--- src/rtl/btcr_pkg.sv ---
// Package for the battery time and charge report unit.
// Holds register indexes, reset values, widths and the sideband type.
// No dependencies.
`timescale 1ns / 1ps
package btcr_pkg;

	// Register indexes on the configuration port.
	localparam logic [2:0] REG_LOOSE_LOW  = 3'd0;
	localparam logic [2:0] REG_LOOSE_HIGH = 3'd1;
	localparam logic [2:0] REG_MAX_MIN    = 3'd2;
	localparam logic [2:0] REG_RESERVE    = 3'd3;
	localparam logic [2:0] REG_GOOD_PCT   = 3'd4;

	localparam logic [15:0] RST_LOOSE_LOW  = 16'd5;
	localparam logic [15:0] RST_LOOSE_HIGH = 16'd15000;
	localparam logic [9:0]  RST_MAX_MIN    = 10'd600;
	localparam logic [11:0] RST_RESERVE    = 12'd200;
	localparam logic [6:0]  RST_GOOD_PCT   = 7'd80;

	localparam int ADDR_W = 5;
	// Numerator and divisor widths shared by both divider chains.
	localparam int NUM_W = 24;
	localparam int DIV_W = 17;

	localparam logic [10:0] EST_UNKNOWN = 11'h7FF;
	localparam logic [1:0] HEALTH_NONE = 2'd0;
	localparam logic [1:0] HEALTH_GOOD = 2'd1;
	localparam logic [1:0] HEALTH_FAIR = 2'd2;
	localparam logic [1:0] HEALTH_POOR = 2'd3;

	// Flags that travel beside the time quotient.
	typedef struct packed {
		logic force_unknown;
		logic neg;
		logic present;
		logic chg;
		logic ext;
		logic fail;
		logic capdata;
		logic good;
	} side_t;

endpackage

--- src/rtl/btcr_if.sv ---
// Valid/ready channel interfaces for the reading and the report items.
// No dependencies.
`timescale 1ns / 1ps
interface btcr_in_if;
	logic               valid;
	logic               ready;
	logic signed [15:0] avg_amperage;
	logic signed [15:0] instant_amperage;
	logic               has_instant;
	logic               is_charging;
	logic               on_external;
	logic               is_present;
	logic        [15:0] current_cap;
	logic        [15:0] max_cap;
	logic        [15:0] design_cap;
	logic               has_capacity_data;
	logic               perm_failure;
	modport source (output valid, avg_amperage, instant_amperage, has_instant, is_charging,
		on_external, is_present, current_cap, max_cap, design_cap, has_capacity_data,
		perm_failure, input ready);
	modport sink (input valid, avg_amperage, instant_amperage, has_instant, is_charging,
		on_external, is_present, current_cap, max_cap, design_cap, has_capacity_data,
		perm_failure, output ready);
endinterface

interface btcr_out_if;
	logic               valid;
	logic               ready;
	logic signed [10:0] time_to_full;
	logic signed [10:0] time_to_empty;
	logic               charging;
	logic        [7:0]  charge_percent;
	logic        [6:0]  capacity_percent;
	logic        [1:0]  health;
	modport source (output valid, time_to_full, time_to_empty, charging, charge_percent,
		capacity_percent, health, input ready);
	modport sink (input valid, time_to_full, time_to_empty, charging, charge_percent,
		capacity_percent, health, output ready);
endinterface

--- src/rtl/btcr_div_cell.sv ---
// One restoring division cell: settles one quotient bit and passes on.
// No dependencies.
`timescale 1ns / 1ps
module btcr_div_cell #(
	parameter int NW = 24,
	parameter int DW = 17,
	parameter int SW = 1
) (
	input  logic          clk,
	input  logic          arst_n,
	input  logic          en,
	input  logic          in_valid,
	input  logic [DW-1:0] in_rem,
	input  logic [NW-1:0] in_nq,
	input  logic [DW-1:0] in_d,
	input  logic [SW-1:0] in_side,
	output logic          out_valid,
	output logic [DW-1:0] out_rem,
	output logic [NW-1:0] out_nq,
	output logic [DW-1:0] out_d,
	output logic [SW-1:0] out_side
);
	logic          valid_q;
	logic [DW-1:0] rem_q, d_q;
	logic [NW-1:0] nq_q;
	logic [SW-1:0] side_q;
	logic [DW:0]   trial;
	logic          fits;

	// Bring down the next numerator bit and try the subtraction.
	assign trial = {in_rem, in_nq[NW-1]};
	assign fits  = trial >= {1'b0, in_d};

	always_ff @(posedge clk or negedge arst_n) begin
		if (!arst_n) begin
			valid_q <= 1'b0;
		end else if (en) begin
			valid_q <= in_valid;
		end
	end

	// The numerator shifts out at the top while quotient bits shift in below.
	always_ff @(posedge clk) begin
		if (en) begin
			rem_q  <= fits ? DW'(trial - {1'b0, in_d}) : trial[DW-1:0];
			nq_q   <= {in_nq[NW-2:0], fits};
			d_q    <= in_d;
			side_q <= in_side;
		end
	end

	assign out_valid = valid_q;
	assign out_rem   = rem_q;
	assign out_nq    = nq_q;
	assign out_d     = d_q;
	assign out_side  = side_q;
endmodule

--- src/rtl/btcr_div_chain.sv ---
// A row of division cells, one per quotient bit.
// Depends on btcr_div_cell.
`timescale 1ns / 1ps
module btcr_div_chain #(
	parameter int NW = 24,
	parameter int DW = 17,
	parameter int SW = 1
) (
	input  logic          clk,
	input  logic          arst_n,
	input  logic          en,
	input  logic          in_valid,
	input  logic [NW-1:0] in_num,
	input  logic [DW-1:0] in_d,
	input  logic [SW-1:0] in_side,
	output logic          out_valid,
	output logic [NW-1:0] out_quot,
	output logic [SW-1:0] out_side
);
	logic          v   [NW+1];
	logic [DW-1:0] rem [NW+1];
	logic [NW-1:0] nq  [NW+1];
	logic [DW-1:0] d   [NW+1];
	logic [SW-1:0] sd  [NW+1];

	assign v[0]   = in_valid;
	assign rem[0] = '0;
	assign nq[0]  = in_num;
	assign d[0]   = in_d;
	assign sd[0]  = in_side;

	for (genvar k = 0; k < NW; k++) begin : g_cell
		btcr_div_cell #(.NW(NW), .DW(DW), .SW(SW)) u_cell (
			.clk(clk), .arst_n(arst_n), .en(en),
			.in_valid(v[k]), .in_rem(rem[k]), .in_nq(nq[k]), .in_d(d[k]), .in_side(sd[k]),
			.out_valid(v[k+1]), .out_rem(rem[k+1]), .out_nq(nq[k+1]), .out_d(d[k+1]),
			.out_side(sd[k+1])
		);
	end

	assign out_valid = v[NW];
	assign out_quot  = nq[NW];
	assign out_side  = sd[NW];
endmodule

--- src/rtl/battery_time_and_charge_report_unit.sv ---
// Top level of the battery time and charge report unit.
// Depends on btcr_pkg, btcr_if and btcr_div_chain.
//
//   channel  | direction | handshake      | content
//   in_ch    | in        | valid / ready  | one battery reading
//   out_ch   | out       | valid / ready  | one report item
//   apb      | in        | psel / penable | five configuration registers
//
// One item is accepted per cycle while the output is not stalled; each passes one input stage,
// 24 division cells (one quotient bit each) and the output register.
// The whole pipeline holds while a finished item waits to be taken.
// Reset clears all valid flags and restores the register defaults.
`timescale 1ns / 1ps
module battery_time_and_charge_report_unit (
	input  logic                        clk,
	input  logic                        arst_n,
	btcr_in_if.sink                     in_ch,
	btcr_out_if.source                  out_ch,
	input  logic                        psel,
	input  logic                        penable,
	input  logic                        pwrite,
	input  logic [btcr_pkg::ADDR_W-1:0] paddr,
	input  logic [31:0]                 pwdata,
	output logic [31:0]                 prdata,
	output logic                        pready
);
	import btcr_pkg::*;

	logic [15:0] loose_low_q, loose_high_q;
	logic [9:0]  max_min_q;
	logic [11:0] reserve_q;
	logic [6:0]  good_pct_q;
	logic [2:0]  idx;
	logic        en;

	// Configuration registers.
	assign pready = 1'b1;
	assign idx    = paddr[ADDR_W-1:2];
	always_ff @(posedge clk or negedge arst_n) begin
		if (!arst_n) begin
			loose_low_q  <= RST_LOOSE_LOW;
			loose_high_q <= RST_LOOSE_HIGH;
			max_min_q    <= RST_MAX_MIN;
			reserve_q    <= RST_RESERVE;
			good_pct_q   <= RST_GOOD_PCT;
		end else if (psel && penable && pwrite) begin
			case (idx)
				REG_LOOSE_LOW:  loose_low_q  <= pwdata[15:0];
				REG_LOOSE_HIGH: loose_high_q <= pwdata[15:0];
				REG_MAX_MIN:    max_min_q    <= pwdata[9:0];
				REG_RESERVE:    reserve_q    <= pwdata[11:0];
				REG_GOOD_PCT:   good_pct_q   <= pwdata[6:0];
				default: ;
			endcase
		end
	end

	always_comb begin
		case (idx)
			REG_LOOSE_LOW:  prdata = {16'd0, loose_low_q};
			REG_LOOSE_HIGH: prdata = {16'd0, loose_high_q};
			REG_MAX_MIN:    prdata = {22'd0, max_min_q};
			REG_RESERVE:    prdata = {20'd0, reserve_q};
			REG_GOOD_PCT:   prdata = {25'd0, good_pct_q};
			default:        prdata = 32'd0;
		endcase
	end

	// Front logic: magnitudes, bounds, numerators and the health compare.
	logic [16:0] aavg, ainst, hnum;
	logic [15:0] adiff;
	logic        oob, full_zero_c;
	logic [23:0] nt_c, np_c;
	logic [16:0] dp_c;
	logic [23:0] hlhs;
	logic [22:0] hrhs;
	side_t       side_c;

	always_comb begin
		aavg  = in_ch.avg_amperage[15] ? 17'(-{1'b1, in_ch.avg_amperage})
			: {1'b0, in_ch.avg_amperage};
		ainst = in_ch.instant_amperage[15] ? 17'(-{1'b1, in_ch.instant_amperage})
			: {1'b0, in_ch.instant_amperage};
		if (in_ch.has_instant) begin
			oob = ({aavg, 1'b0} < {1'b0, ainst}) || ({1'b0, aavg} > {ainst, 1'b0});
		end else begin
			oob = (aavg < {1'b0, loose_low_q}) || (aavg > {1'b0, loose_high_q});
		end
		adiff = (in_ch.max_cap >= in_ch.current_cap) ? in_ch.max_cap - in_ch.current_cap
			: in_ch.current_cap - in_ch.max_cap;
		nt_c  = in_ch.is_charging ? 24'(adiff * 8'd60) : 24'(in_ch.current_cap * 8'd60);
		np_c  = 24'(in_ch.current_cap * 8'd200) + {8'd0, in_ch.max_cap};
		full_zero_c = in_ch.max_cap == 16'd0;
		dp_c  = full_zero_c ? 17'd1 : {in_ch.max_cap, 1'b0};
		hnum  = {1'b0, in_ch.max_cap} + {5'd0, reserve_q};
		hlhs  = 24'(hnum * 7'd100);
		hrhs  = 23'(good_pct_q * in_ch.design_cap);
		side_c.force_unknown = oob || (in_ch.avg_amperage == 16'sd0);
		side_c.neg = in_ch.avg_amperage[15] ^ (in_ch.is_charging
			? (in_ch.current_cap > in_ch.max_cap) : (in_ch.current_cap != 16'd0));
		side_c.present = in_ch.is_present;
		side_c.chg     = in_ch.is_charging;
		side_c.ext     = in_ch.on_external;
		side_c.fail    = in_ch.perm_failure;
		side_c.capdata = in_ch.has_capacity_data;
		side_c.good    = (in_ch.design_cap == 16'd0) ? (hnum != 17'd0)
			: ({1'b0, hrhs} <= hlhs);
	end

	// Input stage.
	logic        valid_s1, fz_s1;
	logic [23:0] nt_s1, np_s1;
	logic [16:0] dt_s1, dp_s1;
	side_t       side_s1;

	assign in_ch.ready = en;
	always_ff @(posedge clk or negedge arst_n) begin
		if (!arst_n) begin
			valid_s1 <= 1'b0;
		end else if (en) begin
			valid_s1 <= in_ch.valid;
		end
	end
	always_ff @(posedge clk) begin
		if (en) begin
			nt_s1   <= nt_c;
			np_s1   <= np_c;
			dt_s1   <= aavg;
			dp_s1   <= dp_c;
			fz_s1   <= full_zero_c;
			side_s1 <= side_c;
		end
	end

	// Division chains for the time estimate and the charge percentage.
	logic        vt, vp, fz_d;
	logic [23:0] qt, qp;
	side_t       side_d;

	btcr_div_chain #(.NW(NUM_W), .DW(DIV_W), .SW($bits(side_t))) u_time (
		.clk(clk), .arst_n(arst_n), .en(en), .in_valid(valid_s1), .in_num(nt_s1),
		.in_d(dt_s1), .in_side(side_s1), .out_valid(vt), .out_quot(qt), .out_side(side_d)
	);
	btcr_div_chain #(.NW(NUM_W), .DW(DIV_W), .SW(1)) u_pct (
		.clk(clk), .arst_n(arst_n), .en(en), .in_valid(valid_s1), .in_num(np_s1),
		.in_d(dp_s1), .in_side(fz_s1), .out_valid(vp), .out_quot(qp), .out_side(fz_d)
	);

	// Report assembly.
	logic [10:0] est, ttf_c, tte_c;
	logic [7:0]  pct_c;
	logic        chg_c;
	logic [1:0]  health_c;

	always_comb begin
		if (side_d.force_unknown || (side_d.neg && qt != 24'd0)) begin
			est = EST_UNKNOWN;
		end else if (qt > {14'd0, max_min_q}) begin
			est = {1'b0, max_min_q};
		end else begin
			est = qt[10:0];
		end
		if (fz_d) begin
			pct_c = 8'd0;
		end else if (qp == 24'd100 && side_d.chg) begin
			pct_c = 8'd99;
		end else if (qp > 24'd255) begin
			pct_c = 8'd255;
		end else begin
			pct_c = qp[7:0];
		end
		ttf_c = 11'd0;
		tte_c = 11'd0;
		chg_c = 1'b0;
		health_c = HEALTH_NONE;
		if (side_d.present) begin
			if (est == EST_UNKNOWN) begin
				chg_c = side_d.chg;
				ttf_c = EST_UNKNOWN;
				tte_c = EST_UNKNOWN;
			end else if (side_d.chg) begin
				chg_c = 1'b1;
				ttf_c = est;
			end else if (!side_d.ext) begin
				tte_c = est;
			end
			if (side_d.fail) begin
				health_c = HEALTH_POOR;
			end else if (side_d.capdata) begin
				health_c = side_d.good ? HEALTH_GOOD : HEALTH_FAIR;
			end
		end
	end

	// Output register.
	logic        out_valid_q, chg_q;
	logic [10:0] ttf_q, tte_q;
	logic [7:0]  pct_q;
	logic [6:0]  cap_q;
	logic [1:0]  health_q;

	assign en = !out_valid_q || out_ch.ready;
	always_ff @(posedge clk or negedge arst_n) begin
		if (!arst_n) begin
			out_valid_q <= 1'b0;
		end else if (en) begin
			out_valid_q <= vt && vp;
		end
	end
	always_ff @(posedge clk) begin
		if (en) begin
			ttf_q    <= ttf_c;
			tte_q    <= tte_c;
			chg_q    <= chg_c;
			pct_q    <= pct_c;
			cap_q    <= fz_d ? 7'd0 : 7'd100;
			health_q <= health_c;
		end
	end

	assign out_ch.valid            = out_valid_q;
	assign out_ch.time_to_full     = ttf_q;
	assign out_ch.time_to_empty    = tte_q;
	assign out_ch.charging         = chg_q;
	assign out_ch.charge_percent   = pct_q;
	assign out_ch.capacity_percent = cap_q;
	assign out_ch.health           = health_q;

	// Both chains must move in lockstep.
	a_lockstep: assert property (@(posedge clk) disable iff (!arst_n) vt == vp)
		else $error("division chains out of step");
	// Only one time can hold a real estimate.
	a_one_time: assert property (@(posedge clk) disable iff (!arst_n)
		out_valid_q |-> !(ttf_q != 11'd0 && tte_q != 11'd0 && ttf_q != EST_UNKNOWN))
		else $error("both times carry an estimate");
	// Zero full capacity reports zero charge.
	a_zero_cap: assert property (@(posedge clk) disable iff (!arst_n)
		(out_valid_q && cap_q == 7'd0) |-> pct_q == 8'd0)
		else $error("charge reported without capacity");
	// A stalled output freezes the input stage.
	a_hold: assert property (@(posedge clk) disable iff (!arst_n)
		(out_valid_q && !out_ch.ready) |=> $stable(valid_s1))
		else $error("pipeline moved during stall");
endmodule
--- src/flat_wrapper.sv ---
// flat-port wrapper written by rule: the top's interface ports become plain ports
module battery_time_and_charge_report_unit_flat import btcr_pkg::*;
  (clk, arst_n, psel, penable, pwrite, paddr, pwdata, prdata, pready, in_ch_valid, in_ch_avg_amperage, in_ch_instant_amperage, in_ch_has_instant, in_ch_is_charging, in_ch_on_external, in_ch_is_present, in_ch_current_cap, in_ch_max_cap, in_ch_design_cap, in_ch_has_capacity_data, in_ch_perm_failure, in_ch_ready, out_ch_valid, out_ch_time_to_full, out_ch_time_to_empty, out_ch_charging, out_ch_charge_percent, out_ch_capacity_percent, out_ch_health, out_ch_ready);
  btcr_in_if in_ch_i ();
  btcr_out_if out_ch_i ();
  input  logic clk;
  input  logic arst_n;
  input  logic psel;
  input  logic penable;
  input  logic pwrite;
  input  logic [btcr_pkg::ADDR_W-1:0] paddr;
  input  logic [31:0] pwdata;
  output logic [31:0] prdata;
  output logic pready;
  input wire logic [$bits(in_ch_i.valid)-1:0] in_ch_valid;
  input wire logic [$bits(in_ch_i.avg_amperage)-1:0] in_ch_avg_amperage;
  input wire logic [$bits(in_ch_i.instant_amperage)-1:0] in_ch_instant_amperage;
  input wire logic [$bits(in_ch_i.has_instant)-1:0] in_ch_has_instant;
  input wire logic [$bits(in_ch_i.is_charging)-1:0] in_ch_is_charging;
  input wire logic [$bits(in_ch_i.on_external)-1:0] in_ch_on_external;
  input wire logic [$bits(in_ch_i.is_present)-1:0] in_ch_is_present;
  input wire logic [$bits(in_ch_i.current_cap)-1:0] in_ch_current_cap;
  input wire logic [$bits(in_ch_i.max_cap)-1:0] in_ch_max_cap;
  input wire logic [$bits(in_ch_i.design_cap)-1:0] in_ch_design_cap;
  input wire logic [$bits(in_ch_i.has_capacity_data)-1:0] in_ch_has_capacity_data;
  input wire logic [$bits(in_ch_i.perm_failure)-1:0] in_ch_perm_failure;
  output wire logic [$bits(in_ch_i.ready)-1:0] in_ch_ready;
  output wire logic [$bits(out_ch_i.valid)-1:0] out_ch_valid;
  output wire logic [$bits(out_ch_i.time_to_full)-1:0] out_ch_time_to_full;
  output wire logic [$bits(out_ch_i.time_to_empty)-1:0] out_ch_time_to_empty;
  output wire logic [$bits(out_ch_i.charging)-1:0] out_ch_charging;
  output wire logic [$bits(out_ch_i.charge_percent)-1:0] out_ch_charge_percent;
  output wire logic [$bits(out_ch_i.capacity_percent)-1:0] out_ch_capacity_percent;
  output wire logic [$bits(out_ch_i.health)-1:0] out_ch_health;
  input wire logic [$bits(out_ch_i.ready)-1:0] out_ch_ready;
  assign in_ch_i.valid = in_ch_valid;
  assign in_ch_i.avg_amperage = in_ch_avg_amperage;
  assign in_ch_i.instant_amperage = in_ch_instant_amperage;
  assign in_ch_i.has_instant = in_ch_has_instant;
  assign in_ch_i.is_charging = in_ch_is_charging;
  assign in_ch_i.on_external = in_ch_on_external;
  assign in_ch_i.is_present = in_ch_is_present;
  assign in_ch_i.current_cap = in_ch_current_cap;
  assign in_ch_i.max_cap = in_ch_max_cap;
  assign in_ch_i.design_cap = in_ch_design_cap;
  assign in_ch_i.has_capacity_data = in_ch_has_capacity_data;
  assign in_ch_i.perm_failure = in_ch_perm_failure;
  assign in_ch_ready = in_ch_i.ready;
  assign out_ch_valid = out_ch_i.valid;
  assign out_ch_time_to_full = out_ch_i.time_to_full;
  assign out_ch_time_to_empty = out_ch_i.time_to_empty;
  assign out_ch_charging = out_ch_i.charging;
  assign out_ch_charge_percent = out_ch_i.charge_percent;
  assign out_ch_capacity_percent = out_ch_i.capacity_percent;
  assign out_ch_health = out_ch_i.health;
  assign out_ch_i.ready = out_ch_ready;
  battery_time_and_charge_report_unit u_core (.clk(clk), .arst_n(arst_n), .in_ch(in_ch_i), .out_ch(out_ch_i), .psel(psel), .penable(penable), .pwrite(pwrite), .paddr(paddr), .pwdata(pwdata), .prdata(prdata), .pready(pready));
endmodule
--- config.mk ---
export PLATFORM = sky130hd
export DESIGN_NAME = battery_time_and_charge_report_unit_flat
export DESIGN_NICKNAME = d
export VERILOG_FILES = /design/src/rtl/btcr_pkg.sv /design/src/rtl/btcr_if.sv /design/src/rtl/btcr_div_cell.sv /design/src/rtl/btcr_div_chain.sv /design/src/rtl/battery_time_and_charge_report_unit.sv /design/src/flat_wrapper.sv
export SDC_FILE = /design/constraint.sdc
export NUM_CORES = 2
export LEC_CHECK = 0
export ABC_AREA = 0
export CAP_MARGIN = 20
export CORE_MARGIN = 3
export CORE_UTILIZATION = 50
export CTS_CLUSTER_SIZE = 28
export DETAILED_ROUTE_END_ITERATION = 8
export DONT_BUFFER_PORTS = 1
export GPL_TIMING_DRIVEN = 0
export PLACE_DENSITY_LB_ADDON = 0.12
export SLEW_MARGIN = 20
export SYNTH_ARGS = -nofsm -noshare
export SYNTH_HDL_FRONTEND = slang
export SYNTH_SLANG_ARGS = --single-unit
--- constraint.sdc ---
create_clock -name clk -period 82.1 [get_ports clk]
set_input_delay 12.315 -clock clk [delete_from_list [all_inputs] [get_ports clk]]
set_output_delay 12.315 -clock clk [all_outputs]
set_load 0.01 [all_outputs]
==> impl_metrics.ini <==
[status]
status = finished clean

[yosys]
synth_edf_count = 2983
avgSynthCellArea_um2 = 12.9
ys.flop_type = edfxtp_1
syn_area_mm2 = 0.156
ys_async_sr_fraction_pct = 2.83
synth_seq_area_share_pct = 58.8
synth_compound_area_share_pct = 9.82
synth_simple_gate_area_share_pct = 7.70
yosys.area_share.xor_xnor_pct = 3.80
synth_mux_area_share_pct = 4.29
synth-seq-cells = 3070
yosysUniqueCellTypes = 97
synth_top_family_by_area = adder cells
synthCells = 12100
synthAdderAreaFrac_pct = 11.7
synth_warnings = 0

[clock_tree]
cts_buffers = 330
tritoncts = done
cts_root_buf = clkbuf_16
clk_pin_slew_worst_paths_ns = 0.06
clock_path_buffers = 4
h-tree-depth = 5
cts_resized = 0
cts_hold_repair.buffers = 0
worstSkewPairLatency_ns = 0.90
postCtsSetupBuffers = 0
cts_sinks = 3070

[critical_path]
crit_fanout = 38
cp_slowest_stage_delay_ns = 0.49
crit_path_top_delay_cell = buf_1
start_kind = input port
critPathKind = in2out
critPathCaptureType = output port
crit_top_cell = buf_12
path_cells = nor2b_1 -> clkbuf_1 -> buf_1 -> clkinvlp_4 -> buf_12 -> buf_12 -> buf_12
critPathRequiredTime_ns = 69.78
ff2ff_setup_slack_ns = 74.50
worstPathArrival_ns = 14.30

[timing]
clock_skew_ns = 0.0423
setup_violations = 0
hold_viol = 0
fmax_mhz = 37.6
period_minus_slack_ns = 26.62
worst_pin_slew_ns = 1.19
min_period_over_period_pct = 32.4
slew_violations = 0
relSlewSlack_pct = 20.4
layout_setup_ws_ns = 55.48
rsz0062_at_grt = no
tns_ns = 0

[routing]
drc = 0
antenna_left = 0
drt_iter0_markers = 5306
totalWireLength_um = 312000
wl_per_cell_um = 18.4
first_pass_iters = 6
vias = 92000
avgViaCountPerCell = 5.44

[finish]
layout-drive-gt1-share_pct = 9.85
syn_to_final_growth_pct = 11.4
mostFrequentLayoutCells = edfxtp_1, inv_1, ha_1
final_net_count = 14000
final_common_cell = edfxtp_1
stdcell_area_mm2 = 0.174
instances_no_fill = 16900

[die]
coreArea_mm2 = 0.310
ios = 205
fp.dieW_um = 565
dieArea_mm2 = 0.319
start_util_pct = 50.4
die_h_um = 565
num_rows = 204

[placed_design]
gp_congestion = 0.958
place_hpwl_um = 236000
dp_cells = 16300
portBuffers = 0
placedInstanceArea_mm2 = 0.163
dp_slack_ns = 55.47

[global_route]
grt_pass1_wl_um = 498000
grt_max_degree = 88
grt_overflow = 0
grt_pass1_vias = 94300
grt.total_usage_pct = 19.3
grt_antenna_before_repair = 7

[hold_path]
min_path_type = reg2reg

[run]
maxCapViolCount = 0
==> routing by layer <==
metal	global-route usage, %	vias to the layer above	part of all wire [%]
met1	23.4	44200	41
met5	0	-	0.0093
met3	3.45	671	4.9
li1	-	45200	-
met4	7.33	4	3.8
met2	34.4	1865	50
==> layout make-up <==
type                    instances  area (um2)
diodes                          2        5.00
plain buffers                 226        1120
clock buffers                 402        8600
clock inverters               194        2050
fillers                     24800      136000
inverters                    1306        4910
multi-input cells            7506       58400
flip-flops and latches       3070       91800
well taps                    4120        5150
repair buffers                 92        1890
==> registers in the layout (all words and copies together), names as in the netlist, 11 cells and up <==
| signal | cells |
|---|---|
| u_core.dt_s1 | 17 |
| u_core.u_time.g_cell.u_cell.out_d | 391 |
| u_core.u_pct.g_cell.u_cell.out_rem | 391 |
| u_core.out_ch.time_to_empty | 11 |
| u_core.dp_s1 | 17 |
| u_core.u_time.g_cell.u_cell.out_nq | 530 |
| u_core.loose_high_q | 16 |
| u_core.loose_low_q | 16 |
| u_core.u_time.g_cell.u_cell.out_rem | 391 |
| u_core.np_s1 | 24 |
| u_core.out_ch.time_to_full | 11 |
| u_core.u_pct.g_cell.u_cell.out_nq | 576 |
| u_core.u_time.g_cell.u_cell.out_side | 192 |
| u_core.u_pct.g_cell.u_cell.out_d | 391 |
| u_core.nt_s1 | 20 |
| u_core.u_time.g_cell.u_cell.out_valid | 19 |
| u_core.reserve_q | 12 |
==> stage by stage <==
step	util (%)	hold WS [ns]
5_1_grt	56.2	0.363
3_5_place_dp	52.7	0.405
2_1_floorplan	-	0.400
4_1_cts	56.2	0.355
3_3_place_gp	52.1	0.400
6_report	56.2	0.378
==> critical path: cells and delay by family <==
family                 cells  cell delay [ns]
buffers and inverters      6             1.84
and+or+nand+nor            1             0.09
==> worst paths after layout <==
kind	start	endpoint	depth (start not counted)
worst max register to register	u_core.good_pct_q[6]	u_core.side_s1[0]	27
max in group asynchronous	arst_n	u_core.max_min_q[4]	0
worst min register to register	u_core.u_time.g_cell[16].u_cell.out_nq[2]	u_core.u_time.g_cell[17].u_cell.out_nq[3]	0
worst min-delay path	u_core.u_time.g_cell[16].u_cell.out_nq[2]	u_core.u_time.g_cell[17].u_cell.out_nq[3]	0
worst max-delay path	out_ch_ready	in_ch_ready	7
min in group asynchronous	arst_n	u_core.u_time.g_cell[0].u_cell.out_valid	0
==> logic make-up (layout without fill, tap and decap cells) <==
kind of cell	Yosys count	count (layout)
flops	3070	3070
simple gates	2476	2476
compound gates	2399	2399
buf+inv	1532	2220
fa+ha+maj	1342	1342
xor+xnor	677	677
mux	588	588
other cells	2	26
==> cell usage after synthesis (all sizes together), types with 50 or more instances <==
| library cell | n | area, um2 |
|---|---|---|
| nor3 | 196 | 986 |
| o211ai | 64 | 494 |
| a211oi | 130 | 988 |
| nand4 | 125 | 782 |
| xnor2 | 410 | 3590 |
| and2 | 87 | 544 |
| a21oi | 631 | 3170 |
| nor2b | 166 | 1050 |
| dfrtp | 69 | 1730 |
| nand3 | 144 | 721 |
| o31ai | 74 | 556 |
| buf | 98 | 639 |
| fa | 197 | 3940 |
| mux2i | 115 | 1150 |
| or3 | 50 | 313 |
| o21ai | 673 | 3410 |
| mux2 | 470 | 5480 |
| edfxtp | 2983 | 89600 |
| nor4 | 58 | 363 |
| and3 | 77 | 482 |
| nand2 | 646 | 2430 |
| o21bai | 77 | 578 |
| a21o | 231 | 1730 |
| o21a | 153 | 1150 |
| clkbuf | 128 | 480 |
| nand2b | 132 | 826 |
| inv | 1305 | 4900 |
| nor2 | 662 | 2480 |
| ha | 1145 | 14300 |
| xor2 | 267 | 2340 |
Power is not shown: default switching activity piles up to over one toggle a cycle in this logic, so the estimate is an artifact.
